[src/hw/rtl/gru_pkg.sv]
// Package with constants, types, tables and helper functions of the recurrent cell.
package gru_pkg;

  localparam int NEURONS      = 32;
  localparam int DATA_W       = 16;
  localparam int FRAC         = DATA_W - 4;
  localparam int TABLE_DEPTH  = 1024;
  localparam int IDX_W        = $clog2(TABLE_DEPTH);
  localparam int NIDX_W       = $clog2(NEURONS);
  localparam int CNT_W        = NIDX_W + 1;
  localparam int MAT_W        = 2;
  localparam int WADDR_W      = MAT_W + 2 * NIDX_W;
  localparam int WEIGHT_DEPTH = 3 * NEURONS * NEURONS;
  localparam int STEP_W       = 3 * DATA_W;
  localparam int ACC_W        = 40;
  localparam int MUL_W        = DATA_W + 1;
  localparam int PROD_W       = 2 * MUL_W;
  localparam int CFG_IDX_W    = 4;
  localparam int CFG_DATA_W   = 8;
  localparam int ONE_VAL      = 1 << FRAC;

  // Weight matrix codes.
  localparam logic [MAT_W-1:0] MAT_CAND   = 2'd0;
  localparam logic [MAT_W-1:0] MAT_RESET  = 2'd1;
  localparam logic [MAT_W-1:0] MAT_UPDATE = 2'd2;

  // Configuration register indexes.
  localparam logic [CFG_IDX_W-1:0] CFG_TRANSPOSE = 4'd0;
  localparam logic [CFG_IDX_W-1:0] CFG_NEURONS   = 4'd1;

  // Datapath operation codes.
  typedef logic [3:0] op_t;
  localparam op_t OP_NONE  = 4'd0;
  localparam op_t OP_INIT1 = 4'd1;
  localparam op_t OP_LUT1  = 4'd2;
  localparam op_t OP_GATE  = 4'd3;
  localparam op_t OP_WRRP  = 4'd4;
  localparam op_t OP_INIT2 = 4'd5;
  localparam op_t OP_LUT2  = 4'd6;
  localparam op_t OP_M1    = 4'd7;
  localparam op_t OP_M2    = 4'd8;
  localparam op_t OP_M3    = 4'd9;

  typedef logic signed [ACC_W-1:0] acc_t;
  typedef logic signed [DATA_W-1:0] data_t;
  typedef data_t tab_t [TABLE_DEPTH];

  // Command word from the controller to the datapath.
  typedef struct packed {
    logic              wr_weight;
    logic              wr_step;
    logic              clr_hid;
    logic              mac;
    logic              tag;
    logic              transpose;
    logic [MAT_W-1:0]  mat;
    logic [NIDX_W-1:0] elem;
    logic [NIDX_W-1:0] n;
    logic [NIDX_W-1:0] j;
    op_t               op;
  } dp_cmd_t;

  // Long division of nonnegative values by shift and subtract, for table building only.
  function automatic longint cdiv(input longint num, input longint den);
    longint quo;
    longint rem;
    quo = 0;
    rem = 0;
    for (int b = 62; b >= 0; b--) begin
      rem = (rem <<< 1) | ((num >>> b) & longint'(1));
      quo = quo <<< 1;
      if (rem >= den) begin
        rem = rem - den;
        quo = quo | longint'(1);
      end
    end
    return quo;
  endfunction

  // Builds the sigmoid or tanh table at elaboration from a Taylor series of e^-step.
  function automatic tab_t build_tab(input logic want_tanh);
    tab_t   t;
    longint q30;
    longint one;
    longint s;
    longint term;
    longint p;
    longint pw;
    longint den;
    longint th;
    int     half;
    int     k;
    q30  = longint'(1) << 30;
    one  = longint'(ONE_VAL);
    s    = (16 * q30) >>> IDX_W;
    term = q30;
    p    = q30;
    pw   = q30;
    half = TABLE_DEPTH >> 1;
    for (int n = 1; n <= 12; n++) begin
      term = cdiv(term * s, longint'(n) * q30);
      if (n[0]) p = p - term;
      else p = p + term;
    end
    for (int j = 0; j <= TABLE_DEPTH; j++) begin
      den = q30 + pw;
      if (!want_tanh) begin
        if (j <= half) begin
          if (half + j < TABLE_DEPTH) t[half + j] = DATA_W'(cdiv(one * q30 + (den >>> 1), den));
          t[half - j] = DATA_W'(cdiv(one * pw + (den >>> 1), den));
        end
      end else if (!j[0] && ((j >> 1) <= half)) begin
        k  = j >> 1;
        th = cdiv(one * (q30 - pw) + (den >>> 1), den);
        if (half + k < TABLE_DEPTH) t[half + k] = DATA_W'(th);
        t[half - k] = DATA_W'(-th);
      end
      pw = (pw * p + (q30 >>> 1)) >>> 30;
    end
    return t;
  endfunction

  localparam tab_t SIG_TAB  = build_tab(1'b0);
  localparam tab_t TANH_TAB = build_tab(1'b1);

  // Round half up, shift out the fraction and saturate to the data width.
  function automatic data_t rnd_sat(input acc_t v);
    acc_t q;
    acc_t hi;
    acc_t lo;
    data_t res;
    hi = ACC_W'((2 ** (DATA_W - 1)) - 1);
    lo = -hi - ACC_W'(1);
    q  = (v + (ACC_W'(1) <<< (FRAC - 1))) >>> FRAC;
    if (q > hi) res = hi[DATA_W-1:0];
    else if (q < lo) res = lo[DATA_W-1:0];
    else res = q[DATA_W-1:0];
    return res;
  endfunction

  // Table index: the offset-binary value truncated to its top bits.
  function automatic logic [IDX_W-1:0] lut_idx(input data_t v);
    return {~v[DATA_W-1], v[DATA_W-2 -: IDX_W-1]};
  endfunction

endpackage

[src/hw/rtl/gru_ctrl.sv]
// Controller: handshakes, configuration registers and the step sequencer.
module gru_ctrl (
  input  logic                            clk,
  input  logic                            rst_n,
  input  logic                            in_valid,
  output logic                            in_ready,
  input  logic                            in_kind,
  input  logic [1:0]                      in_weight_matrix,
  input  logic                            in_seq_start,
  input  logic                            cfg_valid,
  output logic                            cfg_ready,
  input  logic [gru_pkg::CFG_IDX_W-1:0]   cfg_index,
  input  logic [gru_pkg::CFG_DATA_W-1:0]  cfg_data,
  output logic                            out_valid,
  input  logic                            out_ready,
  output logic [4:0]                      out_neuron_index,
  output logic                            out_last,
  output gru_pkg::dp_cmd_t                cmd
);
  import gru_pkg::*;

  localparam logic [4:0] S_IDLE     = 5'd0;
  localparam logic [4:0] S_START    = 5'd1;
  localparam logic [4:0] S_P1_LOAD  = 5'd2;
  localparam logic [4:0] S_P1_INIT  = 5'd3;
  localparam logic [4:0] S_P1_MAC   = 5'd4;
  localparam logic [4:0] S_P1_DRAIN = 5'd5;
  localparam logic [4:0] S_P1_LUT   = 5'd6;
  localparam logic [4:0] S_P1_GATE  = 5'd7;
  localparam logic [4:0] S_P1_WRRP  = 5'd8;
  localparam logic [4:0] S_P2_LOAD  = 5'd9;
  localparam logic [4:0] S_P2_INIT  = 5'd10;
  localparam logic [4:0] S_P2_MAC   = 5'd11;
  localparam logic [4:0] S_P2_DRAIN = 5'd12;
  localparam logic [4:0] S_P2_LUT   = 5'd13;
  localparam logic [4:0] S_P2_M1    = 5'd14;
  localparam logic [4:0] S_P2_M2    = 5'd15;
  localparam logic [4:0] S_P2_M3    = 5'd16;
  localparam logic [4:0] S_EMIT     = 5'd17;

  logic [4:0]        state_r, state_nxt;
  logic              transpose_r;
  logic [CNT_W-1:0]  nu_r;
  logic [CNT_W-1:0]  elem_r, elem_nxt;
  logic              first_r, first_nxt;
  logic [NIDX_W-1:0] n_r, n_nxt;
  logic [CNT_W-1:0]  k_r, k_nxt;
  logic              drain_r, drain_nxt;
  logic [CNT_W-1:0]  cnt;
  logic [NIDX_W-1:0] elem_idx;
  logic [CNT_W-1:0]  elem_inc;
  logic              in_acc;
  logic              last_n;
  logic [CNT_W-1:0]  k_end1;
  logic [CNT_W-1:0]  k_end2;

  // Active neuron count: zero acts as one, oversize acts as the full layer.
  always_comb begin
    if (nu_r == '0) cnt = CNT_W'(1);
    else if (nu_r > CNT_W'(NEURONS)) cnt = CNT_W'(NEURONS);
    else cnt = nu_r;
  end

  assign elem_idx = (elem_r >= cnt) ? '0 : elem_r[NIDX_W-1:0];
  assign elem_inc = CNT_W'(elem_idx) + CNT_W'(1);
  assign in_ready = (state_r == S_IDLE);
  assign in_acc   = in_valid && in_ready;
  assign last_n   = (CNT_W'(n_r) == cnt - CNT_W'(1));
  assign k_end1   = CNT_W'((CNT_W + 1)'(cnt) * 2 - 1);
  assign k_end2   = cnt - CNT_W'(1);
  assign cfg_ready = 1'b1;

  // Configuration writes.
  always_ff @(posedge clk) begin
    if (!rst_n) begin
      transpose_r <= 1'b0;
      nu_r        <= CNT_W'(NEURONS);
    end else if (cfg_valid) begin
      case (cfg_index)
        CFG_TRANSPOSE: transpose_r <= cfg_data[0];
        CFG_NEURONS:   nu_r <= cfg_data[CNT_W-1:0];
        default: ;
      endcase
    end
  end

  // Sequencer next state and datapath commands.
  always_comb begin
    state_nxt = state_r;
    elem_nxt  = elem_r;
    first_nxt = first_r;
    n_nxt     = n_r;
    k_nxt     = k_r;
    drain_nxt = drain_r;
    cmd           = '0;
    cmd.transpose = transpose_r;
    cmd.n         = n_r;
    cmd.elem      = elem_idx;
    out_valid     = 1'b0;
    case (state_r)
      S_IDLE: begin
        if (in_acc) begin
          if (!in_kind) begin
            cmd.wr_weight = (in_weight_matrix inside {MAT_CAND, MAT_RESET, MAT_UPDATE});
          end else begin
            cmd.wr_step = 1'b1;
            if (in_seq_start) first_nxt = 1'b1;
            if (elem_inc == cnt) begin
              elem_nxt  = '0;
              state_nxt = S_START;
            end else begin
              elem_nxt = elem_inc;
            end
          end
        end
      end
      S_START: begin
        cmd.clr_hid = first_r;
        first_nxt   = 1'b0;
        n_nxt       = '0;
        state_nxt   = S_P1_LOAD;
      end
      S_P1_LOAD: state_nxt = S_P1_INIT;
      S_P1_INIT: begin
        cmd.op    = OP_INIT1;
        k_nxt     = '0;
        state_nxt = S_P1_MAC;
      end
      S_P1_MAC: begin
        cmd.mac = 1'b1;
        cmd.tag = k_r[0];
        cmd.mat = k_r[0] ? MAT_UPDATE : MAT_RESET;
        cmd.j   = k_r[CNT_W-1:1];
        k_nxt   = k_r + CNT_W'(1);
        if (k_r == k_end1) begin
          drain_nxt = 1'b0;
          state_nxt = S_P1_DRAIN;
        end
      end
      S_P1_DRAIN: begin
        drain_nxt = 1'b1;
        if (drain_r) state_nxt = S_P1_LUT;
      end
      S_P1_LUT: begin
        cmd.op    = OP_LUT1;
        state_nxt = S_P1_GATE;
      end
      S_P1_GATE: begin
        cmd.op    = OP_GATE;
        state_nxt = S_P1_WRRP;
      end
      S_P1_WRRP: begin
        cmd.op = OP_WRRP;
        if (last_n) begin
          n_nxt     = '0;
          state_nxt = S_P2_LOAD;
        end else begin
          n_nxt     = n_r + NIDX_W'(1);
          state_nxt = S_P1_LOAD;
        end
      end
      S_P2_LOAD: state_nxt = S_P2_INIT;
      S_P2_INIT: begin
        cmd.op    = OP_INIT2;
        k_nxt     = '0;
        state_nxt = S_P2_MAC;
      end
      S_P2_MAC: begin
        cmd.mac = 1'b1;
        cmd.mat = MAT_CAND;
        cmd.j   = k_r[NIDX_W-1:0];
        k_nxt   = k_r + CNT_W'(1);
        if (k_r == k_end2) begin
          drain_nxt = 1'b0;
          state_nxt = S_P2_DRAIN;
        end
      end
      S_P2_DRAIN: begin
        drain_nxt = 1'b1;
        if (drain_r) state_nxt = S_P2_LUT;
      end
      S_P2_LUT: begin
        cmd.op    = OP_LUT2;
        state_nxt = S_P2_M1;
      end
      S_P2_M1: begin
        cmd.op    = OP_M1;
        state_nxt = S_P2_M2;
      end
      S_P2_M2: begin
        cmd.op    = OP_M2;
        state_nxt = S_P2_M3;
      end
      S_P2_M3: begin
        cmd.op    = OP_M3;
        state_nxt = S_EMIT;
      end
      S_EMIT: begin
        out_valid = 1'b1;
        if (out_ready) begin
          if (last_n) begin
            state_nxt = S_IDLE;
          end else begin
            n_nxt     = n_r + NIDX_W'(1);
            state_nxt = S_P2_LOAD;
          end
        end
      end
      default: state_nxt = S_IDLE;
    endcase
    // A neuron count write drops a partly received step.
    if (cfg_valid && cfg_index == CFG_NEURONS) elem_nxt = '0;
  end

  // Sequencer registers.
  always_ff @(posedge clk) begin
    if (!rst_n) begin
      state_r <= S_IDLE;
      elem_r  <= '0;
      first_r <= 1'b1;
      n_r     <= '0;
      k_r     <= '0;
      drain_r <= 1'b0;
    end else begin
      state_r <= state_nxt;
      elem_r  <= elem_nxt;
      first_r <= first_nxt;
      n_r     <= n_nxt;
      k_r     <= k_nxt;
      drain_r <= drain_nxt;
    end
  end

  assign out_neuron_index = n_r;
  assign out_last         = last_n;
endmodule

[config.mk]
export PLATFORM = sky130hd
export DESIGN_NAME = gru_ctrl
export DESIGN_NICKNAME = d
export VERILOG_FILES = /design/src/hw/rtl/gru_pkg.sv /design/src/hw/rtl/gru_ctrl.sv
export SDC_FILE = /design/constraint.sdc
export NUM_CORES = 1
export LEC_CHECK = 0
export BUFFER_PORTS_ARGS = -buffer_cell sky130_fd_sc_hd__buf_2
export CAP_MARGIN = 20
export CORE_UTILIZATION = 30
export DETAILED_ROUTE_END_ITERATION = 6
export PLACE_DENSITY = 0.58
export SYNTH_ARGS = -nofsm -noshare
export SYNTH_HDL_FRONTEND = slang
export SYNTH_SLANG_ARGS = --single-unit
[constraint.sdc]
create_clock -name clk -period 11.61 [get_ports clk]
set_clock_uncertainty 0.05 [all_clocks]
set_input_delay 1.7415 -clock clk [delete_from_list [all_inputs] [get_ports clk]]
set_output_delay 1.7415 -clock clk [all_outputs]
set_load 0.03 [all_outputs]
Yosys cells after proc, flatten, opt, wreduce, memory -nomap -nowiden
Index checks and enable logic that the tools add are counted.
Operators by class
  add/sub/neg operators: 5
  order comparisons: 2
  eq/ne operators: 34
  mux-type cells: 39
  bitwise gates (word level): 1
  reductions and logical operators: 22
Operator list (count)
  5-bit case mux with 18 select lines: 1
  5-bit 2-to-1 mux: 12
  5-bit by 4-bit == test with 1-bit output (second input constant): 8
  4-bit case mux with 9 select lines: 1
  5-bit by 3-bit == test with 1-bit output (second input constant): 4
  6-bit == test: 3
  6-bit 2-to-1 mux: 3
  5-bit case mux with 3 select lines: 1
  2-bit != test (second input constant): 6
  6-bit case mux with 2 select lines: 1
  6-bit by 1-bit subtractor with 6-bit output (second input constant): 2
  1-bit 2-to-1 mux: 11
  5-bit by 2-bit == test with 1-bit output (second input constant): 2
  5-bit == test (second input constant): 2
  5-bit case mux with 2 select lines: 1
  3-bit AND reduction: 3
  3-bit nonzero test: 3
  2-bit 2-to-1 mux: 4
  4-bit 2-to-1 mux: 2
  2-bit by 1-bit != test with 1-bit output (second input constant): 4
  8-bit AND reduction: 1
  2-bit OR reduction: 4
  5-bit by 1-bit adder with 6-bit output (second input constant): 1
  6-bit by 1-bit adder with 6-bit output (second input constant): 1
  19 further kinds: 22
Storage, ports and cells
  bits in registers: 31
  input port bits: 21

Longest topological paths before layout
Gate-level depths: netlist of run 1.
  depth after elaboration: 11
  depth in mapped cells: 20

Worst setup path after synthesis of run 1
Ideal clock, no wire load.
  path kind: input -> output
  from: input port in_weight_matrix[0]
  to: output port cmd[26] (netlist name)
  arrival time: 3324 ps
  required time: 9819 ps
  slack: 6495 ps
  stages: 1
  path buffers: 0
  cells stage by stage: a2111oi_0
Between the ends
  longest elaborated chain between the ends: 5
  elaborated cells between the ends (all ways): 7
  classes of those cells: eq/ne (2); mux (3); reduce/logical (2)
RTL lines
  start, declared: RTL line gru_ctrl.sv:8  | input logic [1:0] in_weight_matrix,
  2-bit by 1-bit == test with 1-bit output (tied with other cells): RTL line gru_ctrl.sv:104  | cmd.wr_weight = (in_weight_matrix inside {MAT_CAND, MAT_RESET, MAT_UPDATE});
  3-bit nonzero test (*): RTL line gru_ctrl.sv:104
  1-bit 2-to-1 mux (*): RTL line gru_ctrl.sv:103  | if (!in_kind) begin
  2-bit 2-to-1 mux (*): RTL line gru_ctrl.sv:102  | if (in_acc) begin
  2-bit 2-to-1 mux (*): RTL line gru_ctrl.sv:100  | case (state_r)
  end, declared: RTL line gru_ctrl.sv:18  | output gru_pkg::dp_cmd_t cmd
Mark *: on every way between the ends. The rest lies on a longest branch, timed or not.

Final worst setup path of run 1
  from: register nu_r[5]
  to: output port out_last
Between the ends
  longest elaborated chain between the ends: 5
  elaborated cells between the ends (all ways): 6
  classes of those cells: add/sub (1); order compare (1); eq/ne (1); mux (2); reduce/logical (1)
RTL lines
  start, declared: RTL line gru_ctrl.sv:43  | logic [CNT_W-1:0] nu_r;
  start signal, assigned: RTL line gru_ctrl.sv:77  | nu_r <= CNT_W'(NEURONS);
  start signal, assigned: RTL line gru_ctrl.sv:81  | CFG_NEURONS: nu_r <= cfg_data[CNT_W-1:0];
  6-bit greater-than comparator: RTL line gru_ctrl.sv:60  | else if (nu_r > CNT_W'(NEURONS)) cnt = CNT_W'(NEURONS);
  6-bit 2-to-1 mux: RTL line gru_ctrl.sv:60
  6-bit 2-to-1 mux (*): RTL line gru_ctrl.sv:59  | if (nu_r == '0) cnt = CNT_W'(1);
  6-bit by 1-bit subtractor with 6-bit output (*): RTL line gru_ctrl.sv:68  | assign last_n = (CNT_W'(n_r) == cnt - CNT_W'(1));
  5-bit by 6-bit == test with 1-bit output (*): RTL line gru_ctrl.sv:68
  end, declared: RTL line gru_ctrl.sv:17  | output logic out_last,
Marks and branches as above.

==> results of run 1 <==
==> registers in the layout (all words and copies together), names as in the netlist <==
signal            flops
elem_r                6
out_neuron_index      5
nu_r                  6
k_r                   6
state_r               5
first_r               1
drain_r               1
transpose_r           1
==> layout by cell type (no fill, tap or decap), types with 6 or more instances in the layout <==
| cell type | count |
|---|---|
| a21oi_1 | 16 |
| and2_1 | 9 |
| buf_2 | 53 |
| clkbuf_8 | 6 |
| dfxtp_1 | 31 |
| ha_1 | 10 |
| inv_1 | 14 |
| mux2i_1 | 7 |
| nand2_1 | 24 |
| nand2b_1 | 11 |
| nand3_1 | 11 |
| nand4_1 | 8 |
| nor2_1 | 26 |
| nor2b_1 | 13 |
| o21ai_0 | 13 |
| xnor2_1 | 13 |
| xor2_1 | 11 |
==> metrics by stage <==
stage	power, mW	utilization (%)
after CTS	0.241	35.4
after global placement	0.128	33.9
final	0.238	35.4
after floorplan	0.122	-
after detailed placement	0.128	33.9
after global routing	0.247	35.4
==> layout make-up <==
type	instances	share of cell area [%]
repair buffers	54	9.43
flip-flops and latches	31	21.5
clock inverters	2	1.21
multi-input cells	249	58.7
well taps	105	4.54
inverters	14	1.82
clock buffers	6	2.86
==> how the worst min path moves through the flow <==
stage	end	slack [ns]	cells after the start
2_1_floorplan	drain_r	0.40	2
3_3_place_gp	drain_r	0.42	2
3_5_place_dp	drain_r	0.43	2
4_1_cts	drain_r	0.44	2
5_1_grt	drain_r	0.47	2
6_report	drain_r	0.44	2
==> logic make-up after synthesis <==
kind of cell,Yosys count,synth area share (%)
compound gates,76,21.5
xor+xnor,27,11.1
fa+ha+maj,10,4.97
buf+inv,44,8.00
flops,31,24.6
mux,7,2.78
other cells,1,0.149
simple gates,128,26.9
==> routing by layer <==
| layer | global-route usage (%) | up-vias | routed length (um) |
|---|---|---|---|
| met5 | 0 | - | 0 |
| met4 | 4.23 | 0 | 70 |
| met3 | 3.01 | 6 | 191 |
| met2 | 24.7 | 46 | 2930 |
| met1 | 19.5 | 1131 | 3070 |
| li1 | - | 1206 | - |
==> synth_stat cells, drive strengths merged, types with 10 or more instances <==
cell type,count,share of area [%]
a21oi,16,3.2
buf,12,3.2
clkbuf,18,2.7
dfxtp,31,25
ha,10,5.0
inv,14,2.1
nand2,24,3.6
nand2b,11,2.7
nand3,11,2.2
nor2,26,3.9
nor2b,13,3.2
o21ai,15,3.0
xnor2,13,4.5
xor2,11,3.8
==> worst max-delay path: cells and delay by family, from the launching register on <==
family | cells | cell delay (ns)
adder cells (fa/ha/maj) | 1 | 0.31
buffers and inverters | 4 | 0.80
flip-flops | 1 | 0.57
AO/OA/AOI/OAI | 2 | 0.50
XOR/XNOR | 1 | 0.17
AND/OR/NAND/NOR | 2 | 0.85
==> report_power, final <==
| group | total, mW | internal (mW) | switching, mW |
|---|---|---|---|
| sequential | 0.108 | 0.107 | 0.00130 |
| clock | 0.112 | 0.0694 | 0.0425 |
| combinational | 0.0174 | 0.00712 | 0.0102 |
==> impl_results.md, run 1 <==
* Outcome: finished, final reports clean
* Final Hold Fails at 0
* Min-Delay Path Class: reg2reg
* Reg area at 621 um2
* Vias per cell at 5.18
* Headroom to the max-slew limit at 60.2%
* Grt total ovfl at 0
* Synth Area per Inst at 7.77 um2
* Library cells used by synthesis at 57
* CP Capture Point: out_last
* Setup TNS at 0 ns
* Post-Synthesis Cells at 324
* Syn Nets at 355
* DR vias at 2,389
* Post-cts repair resize count at 0
* Critical Path Sink Type: output pin
* Total CTS buffers at 5
* P&R area growth vs syn at 14.8%
* Clock root buffer: clkbuf_8
* Min Tclk post-route at 5.30 ns
* Peak VDD IR at 0.0380 mV
* Placed insts at 453
* Die area at 8770 um2
* Worst Path Required at 9.82 ns
* Min Hold Slack at 0.436 ns
* Power Density at 82.2 nW/um2
* Filler cells at 874
* Worst path most repeated cell: inv_1
* Worst r2r src: nu_r[1]
* FMAX at 189 MHz
* Layout cell share with drive strength beyond 1 at 18.8%
* Avg WL per Cell at 13.6 um
* Post-synthesis sequential area ratio at 24.6%
* Clock Tree Buf Depth at 2
* Final worst slack at 6.31 ns
* Crit-path cells: inv_1, o21a_1, inv_1, ha_1, or4b_2, o211ai_1, xnor2_1, nand4b_1, inv_1, buf_2
* Final Non-Filler Cells at 461
* Detailed placement HPWL at 4650 um
* Leak Pwr at 1.29 nW
* Initial antenna violation count at 0
* CP max FO at 10
* Worst-Margin Slew at 0.591 ns
* Post-CTS Setup Repair Bufs at 0
* Area occupied by multi-input gates at 1700 um2
* Yosys warns at 0
* Reg-to-Reg End: state_r[0]
* Chip Height at 93.6 um
* DIE WIDTH at 93.6 um
* Min-Delay Startpoint: drain_r
* CP Launch Type: register
* Slowest Stage Delay on Critical Path at 0.62 ns
* Final instance area at 2890 um2
* Final RePlAce weighted congestion at 0.790
* FFs w/ async S/R, synth at 0%
* Total GRT Usage at 14.9%
* Setup slack, reg-to-reg at 7.05 ns
* Endpoints failing setup at 0
* First-pass GRT wire length at 10,400 um
* Hold bufs inserted after CTS at 0
* Pre-CTS WS at 6.68 ns
* Io pins at 57
* Maxcap violations at 0
* Pins Over Slew Limit at 0
* RSZ-0062 raised after global routing: no
* Antenna Nets Post-Route at 0
* Reg2reg path depth at 16
* CTS tree: yes
* Leading register cell type out of synthesis: dfxtp_1
* Synthesized cell area at 2520 um2
* Diodes inserted at 0
* Worst-Skew Late Latency at 0.29 ns
* Count of nets after finishing at 386
* Slowest-stage cell, CP: or4b_2
* Initial Utilization at 30.8%
* CTS sink count at 31
* Crit. Startpoint: nu_r[5]
* PortBufs at 53
* Placed standard-cell area at 2770 um2
* FP Rows at 33
* Largest net degree at the start of global routing at 23
* Htree depth at 2
* Initial DRT Pass Iterations at 5
* Drt total wl at 6260 um
* Crit Path Category: reg2out
* Arrival time at the worst endpoint at 3.51 ns
* Drt drc at 0
* Vias in the first global route at 2,161
* Clk slew on worst S/H paths at 0.07 ns
* EDFF count, synth at 0
* Core footprint at 8180 um2
* Drt initial violations at 76
* #FFs+latches synth at 31
* Fin crit share at 45.7%
Note: power is estimated with default switching activity, not from simulation.
==> inputs of run 2 (changes only) <==
PLACE_DENSITY = 0.6   (was 0.58)
clock period = 4.4 ns   (was 11.61 ns; I/O delays follow)
==> impl_results.md, run 2 (synthesized netlist as in run 1, its figures left out) <==
* Initial Utilization at 30.8% (unchanged)
* CP top delay family: compound AO/OA/AOI/OAI gates
* Worst-Skew Late Latency at 0.28 ns (about the same)
* Crit. Startpoint: nu_r[3]
* Count of nets after finishing at 391 (+1.3%)
* Total GRT Usage at 15.2% (+0.30 points)
* Hold bufs inserted after CTS at 0 (unchanged)
* Largest net degree at the start of global routing at 23 (unchanged)
* Top Metal Used: met4
* CP max FO at 11 (+1)
* DIE WIDTH at 93.6 um (unchanged)
* P&R area growth vs syn at 16.4%
* Met2 Wirelength at 3100 um (+5.8%)
* Clk slew on worst S/H paths at 0.07 ns (about the same)
* WP depth at 17 (+7)
* Power Density at 213 nW/um2 (+160%)
* Vias in the first global route at 2,240 (+3.7%)
* CP Launch Type: register
* Setup slack, reg-to-reg at 0.40 ns (-6.65 ns)
* Avg WL per Cell at 13.6 um (-0.20%)
* DR vias at 2,371 (-0.75%)
* Met1 Wirelength at 2960 um (-3.4%)
* Most frequent cells in the layout: buf_2, dfxtp_1, nor2_1, nand2_1, a21oi_1
* Slowest Stage Delay on Critical Path at 0.44 ns (-0.18 ns)
* Core footprint at 8180 um2 (unchanged)
* Clock root buffer: clkbuf_8
* Leak Pwr at 1.32 nW (+2.0%)
* Min-Delay Path Class: reg2reg
* Placed insts at 458 (+1.1%)
* Arrival time at the worst endpoint at 4.11 ns (+0.60 ns)
* Drt initial violations at 71 (-6.6%)
* CP Capture Point: state_r[0]
* Antenna Nets Post-Route at 0 (unchanged)
* Worst Path Required at 4.51 ns (-5.31 ns)
* Diodes inserted at 0 (unchanged)
* Reg area at 622 um2 (+0.20%)
* Layout cell share with drive strength beyond 1 at 20.8% (+2.0 points)
* Crit-path cells: nor2b_1, inv_1, ha_1, a21o_1, a221oi_1, o21a_2, and2_1, ha_1, nand3_1, xnor2_1, a22oi_1, o211ai_1, a21oi_1, o21ai_0, buf_4, a2111oi_0, a211oi_1
* Final worst slack at 0.395 ns (-5.91 ns)
* CTS sink count at 31 (unchanged)
* Vias per cell at 5.09 (-1.8%)
* Post-cts repair resize count at 0 (unchanged)
* Peak VDD IR at 0.0943 mV (+150%)
* Maxcap violations at 0 (unchanged)
* Fin crit share at 91.0%
* FP Rows at 33 (unchanged)
* WL met3 at 202 um (+5.8%)
* Setup TNS at 0 ns (unchanged)
* Pins Over Slew Limit at 0 (unchanged)
* Critical Path Sink Type: register
* Worst-Margin Slew at 0.846 ns (+0.255 ns)
* Filler cells at 881 (+0.80%)
* Die area at 8770 um2 (unchanged)
* Total CTS buffers at 5 (unchanged)
* Leading cell type in the layout, fill and taps excluded: buf_2
* Endpoints failing setup at 0 (unchanged)
* Clock Tree Buf Depth at 2 (unchanged)
* Grt total ovfl at 0 (unchanged)
* Initial DRT Pass Iterations at 4 (-1)
* Final RePlAce weighted congestion at 0.807 (+2.1%)
* Reg2reg path depth at 17 (+1)
* Slowest-stage cell, CP: a2111oi_0
* RSZ-0062 raised after global routing: no
* Area occupied by multi-input gates at 1700 um2 (+0.15%)
* Chip Height at 93.6 um (unchanged)
* Headroom to the max-slew limit at 42.2% (-18 points)
* Initial antenna violation count at 0 (unchanged)
* First-pass GRT wire length at 10,600 um (+1.9%)
* Final Non-Filler Cells at 466 (+1.1%)
* Top flop regs: elem_r (6), k_r (6), nu_r (6)
* Drt drc at 0 (unchanged)
* Drt total wl at 6320 um (+0.88%)
* Bufs and invs on worst path at 2 (-2)
* Min Tclk post-route at 4.00 ns
* FMAX at 250 MHz
* PortBufs at 53 (unchanged)
* CTS tree: yes
* Final Hold Fails at 0 (unchanged)
* Io pins at 57 (unchanged)
* Outcome: finished, final reports clean
* Crit Path Category: reg2reg
* Pre-CTS WS at 0.307 ns (-6.37 ns)
* Worst path most repeated cell: ha_1
* Reg-to-Reg End: state_r[0]
* Post-CTS Setup Repair Bufs at 0 (unchanged)
* Detailed placement HPWL at 4790 um (+3.1%)
* Htree depth at 2 (unchanged)
* Worst r2r src: nu_r[3]
* Post-layout util at 35.9% (+0.51 points)
* Final total power at 625 uW (+160%)
## run 2: changes by cell type in the layout (fill, tap and decap cells not counted), sizes merged
cell  before  now
buf       54   59
## run 2: worst register-to-register path: stages (launching register included)
cell       delay, ns
dfxtp_2         0.39
nor2b_1         0.23
inv_1           0.10
ha_1            0.32
a21o_1          0.19
a221oi_1        0.33
o21a_2          0.25
and2_1          0.19
ha_1            0.20
nand3_1         0.15
xnor2_1         0.19
a22oi_1         0.18
o211ai_1        0.14
a21oi_1         0.17
o21ai_0         0.09
buf_4           0.19
a2111oi_0       0.44
a211oi_1        0.09
## run 2: final cells by class
type | count | area share (%)
clock buffers | 6 | 2.82
clock inverters | 2 | 1.19
inverters | 14 | 1.79
multi-input cells | 249 | 57.9
flip-flops and latches | 31 | 21.2
well taps | 105 | 4.48
repair buffers | 59 | 10.6
## run 2: worst min path at each step
stage / to / slack (ns) / startpoint / cells after the start
global placement: drain_r / 0.42 / drain_r / 2
finish: drain_r / 0.44 / drain_r / 2
global route: drain_r / 0.46 / drain_r / 2
CTS: drain_r / 0.43 / drain_r / 2
detailed placement: drain_r / 0.42 / drain_r / 2
floorplan: drain_r / 0.40 / drain_r / 2
## run 2: per-stage QoR
step           hold slack (ns)  area, um2
2_1_floorplan            0.404       2520
3_3_place_gp             0.421       2810
3_5_place_dp             0.423       2810
4_1_cts                  0.435       2930
5_1_grt                  0.461       2930
6_report                 0.436       2930
## run 2: power by group
part	internal, mW	switching [mW]	total (mW)	leakage (nW)
logic	0.0194	0.0276	0.0470	1.00
clock network	0.183	0.109	0.292	0.0612
registers	0.282	0.00309	0.286	0.251
## run 2: routing by layer
metal	vias to the layer above	GRT usage (%)
met5	-	0
met4	0	4.74
met3	4	2.93
met2	40	25.7
met1	1115	19.4
li1	1212	-
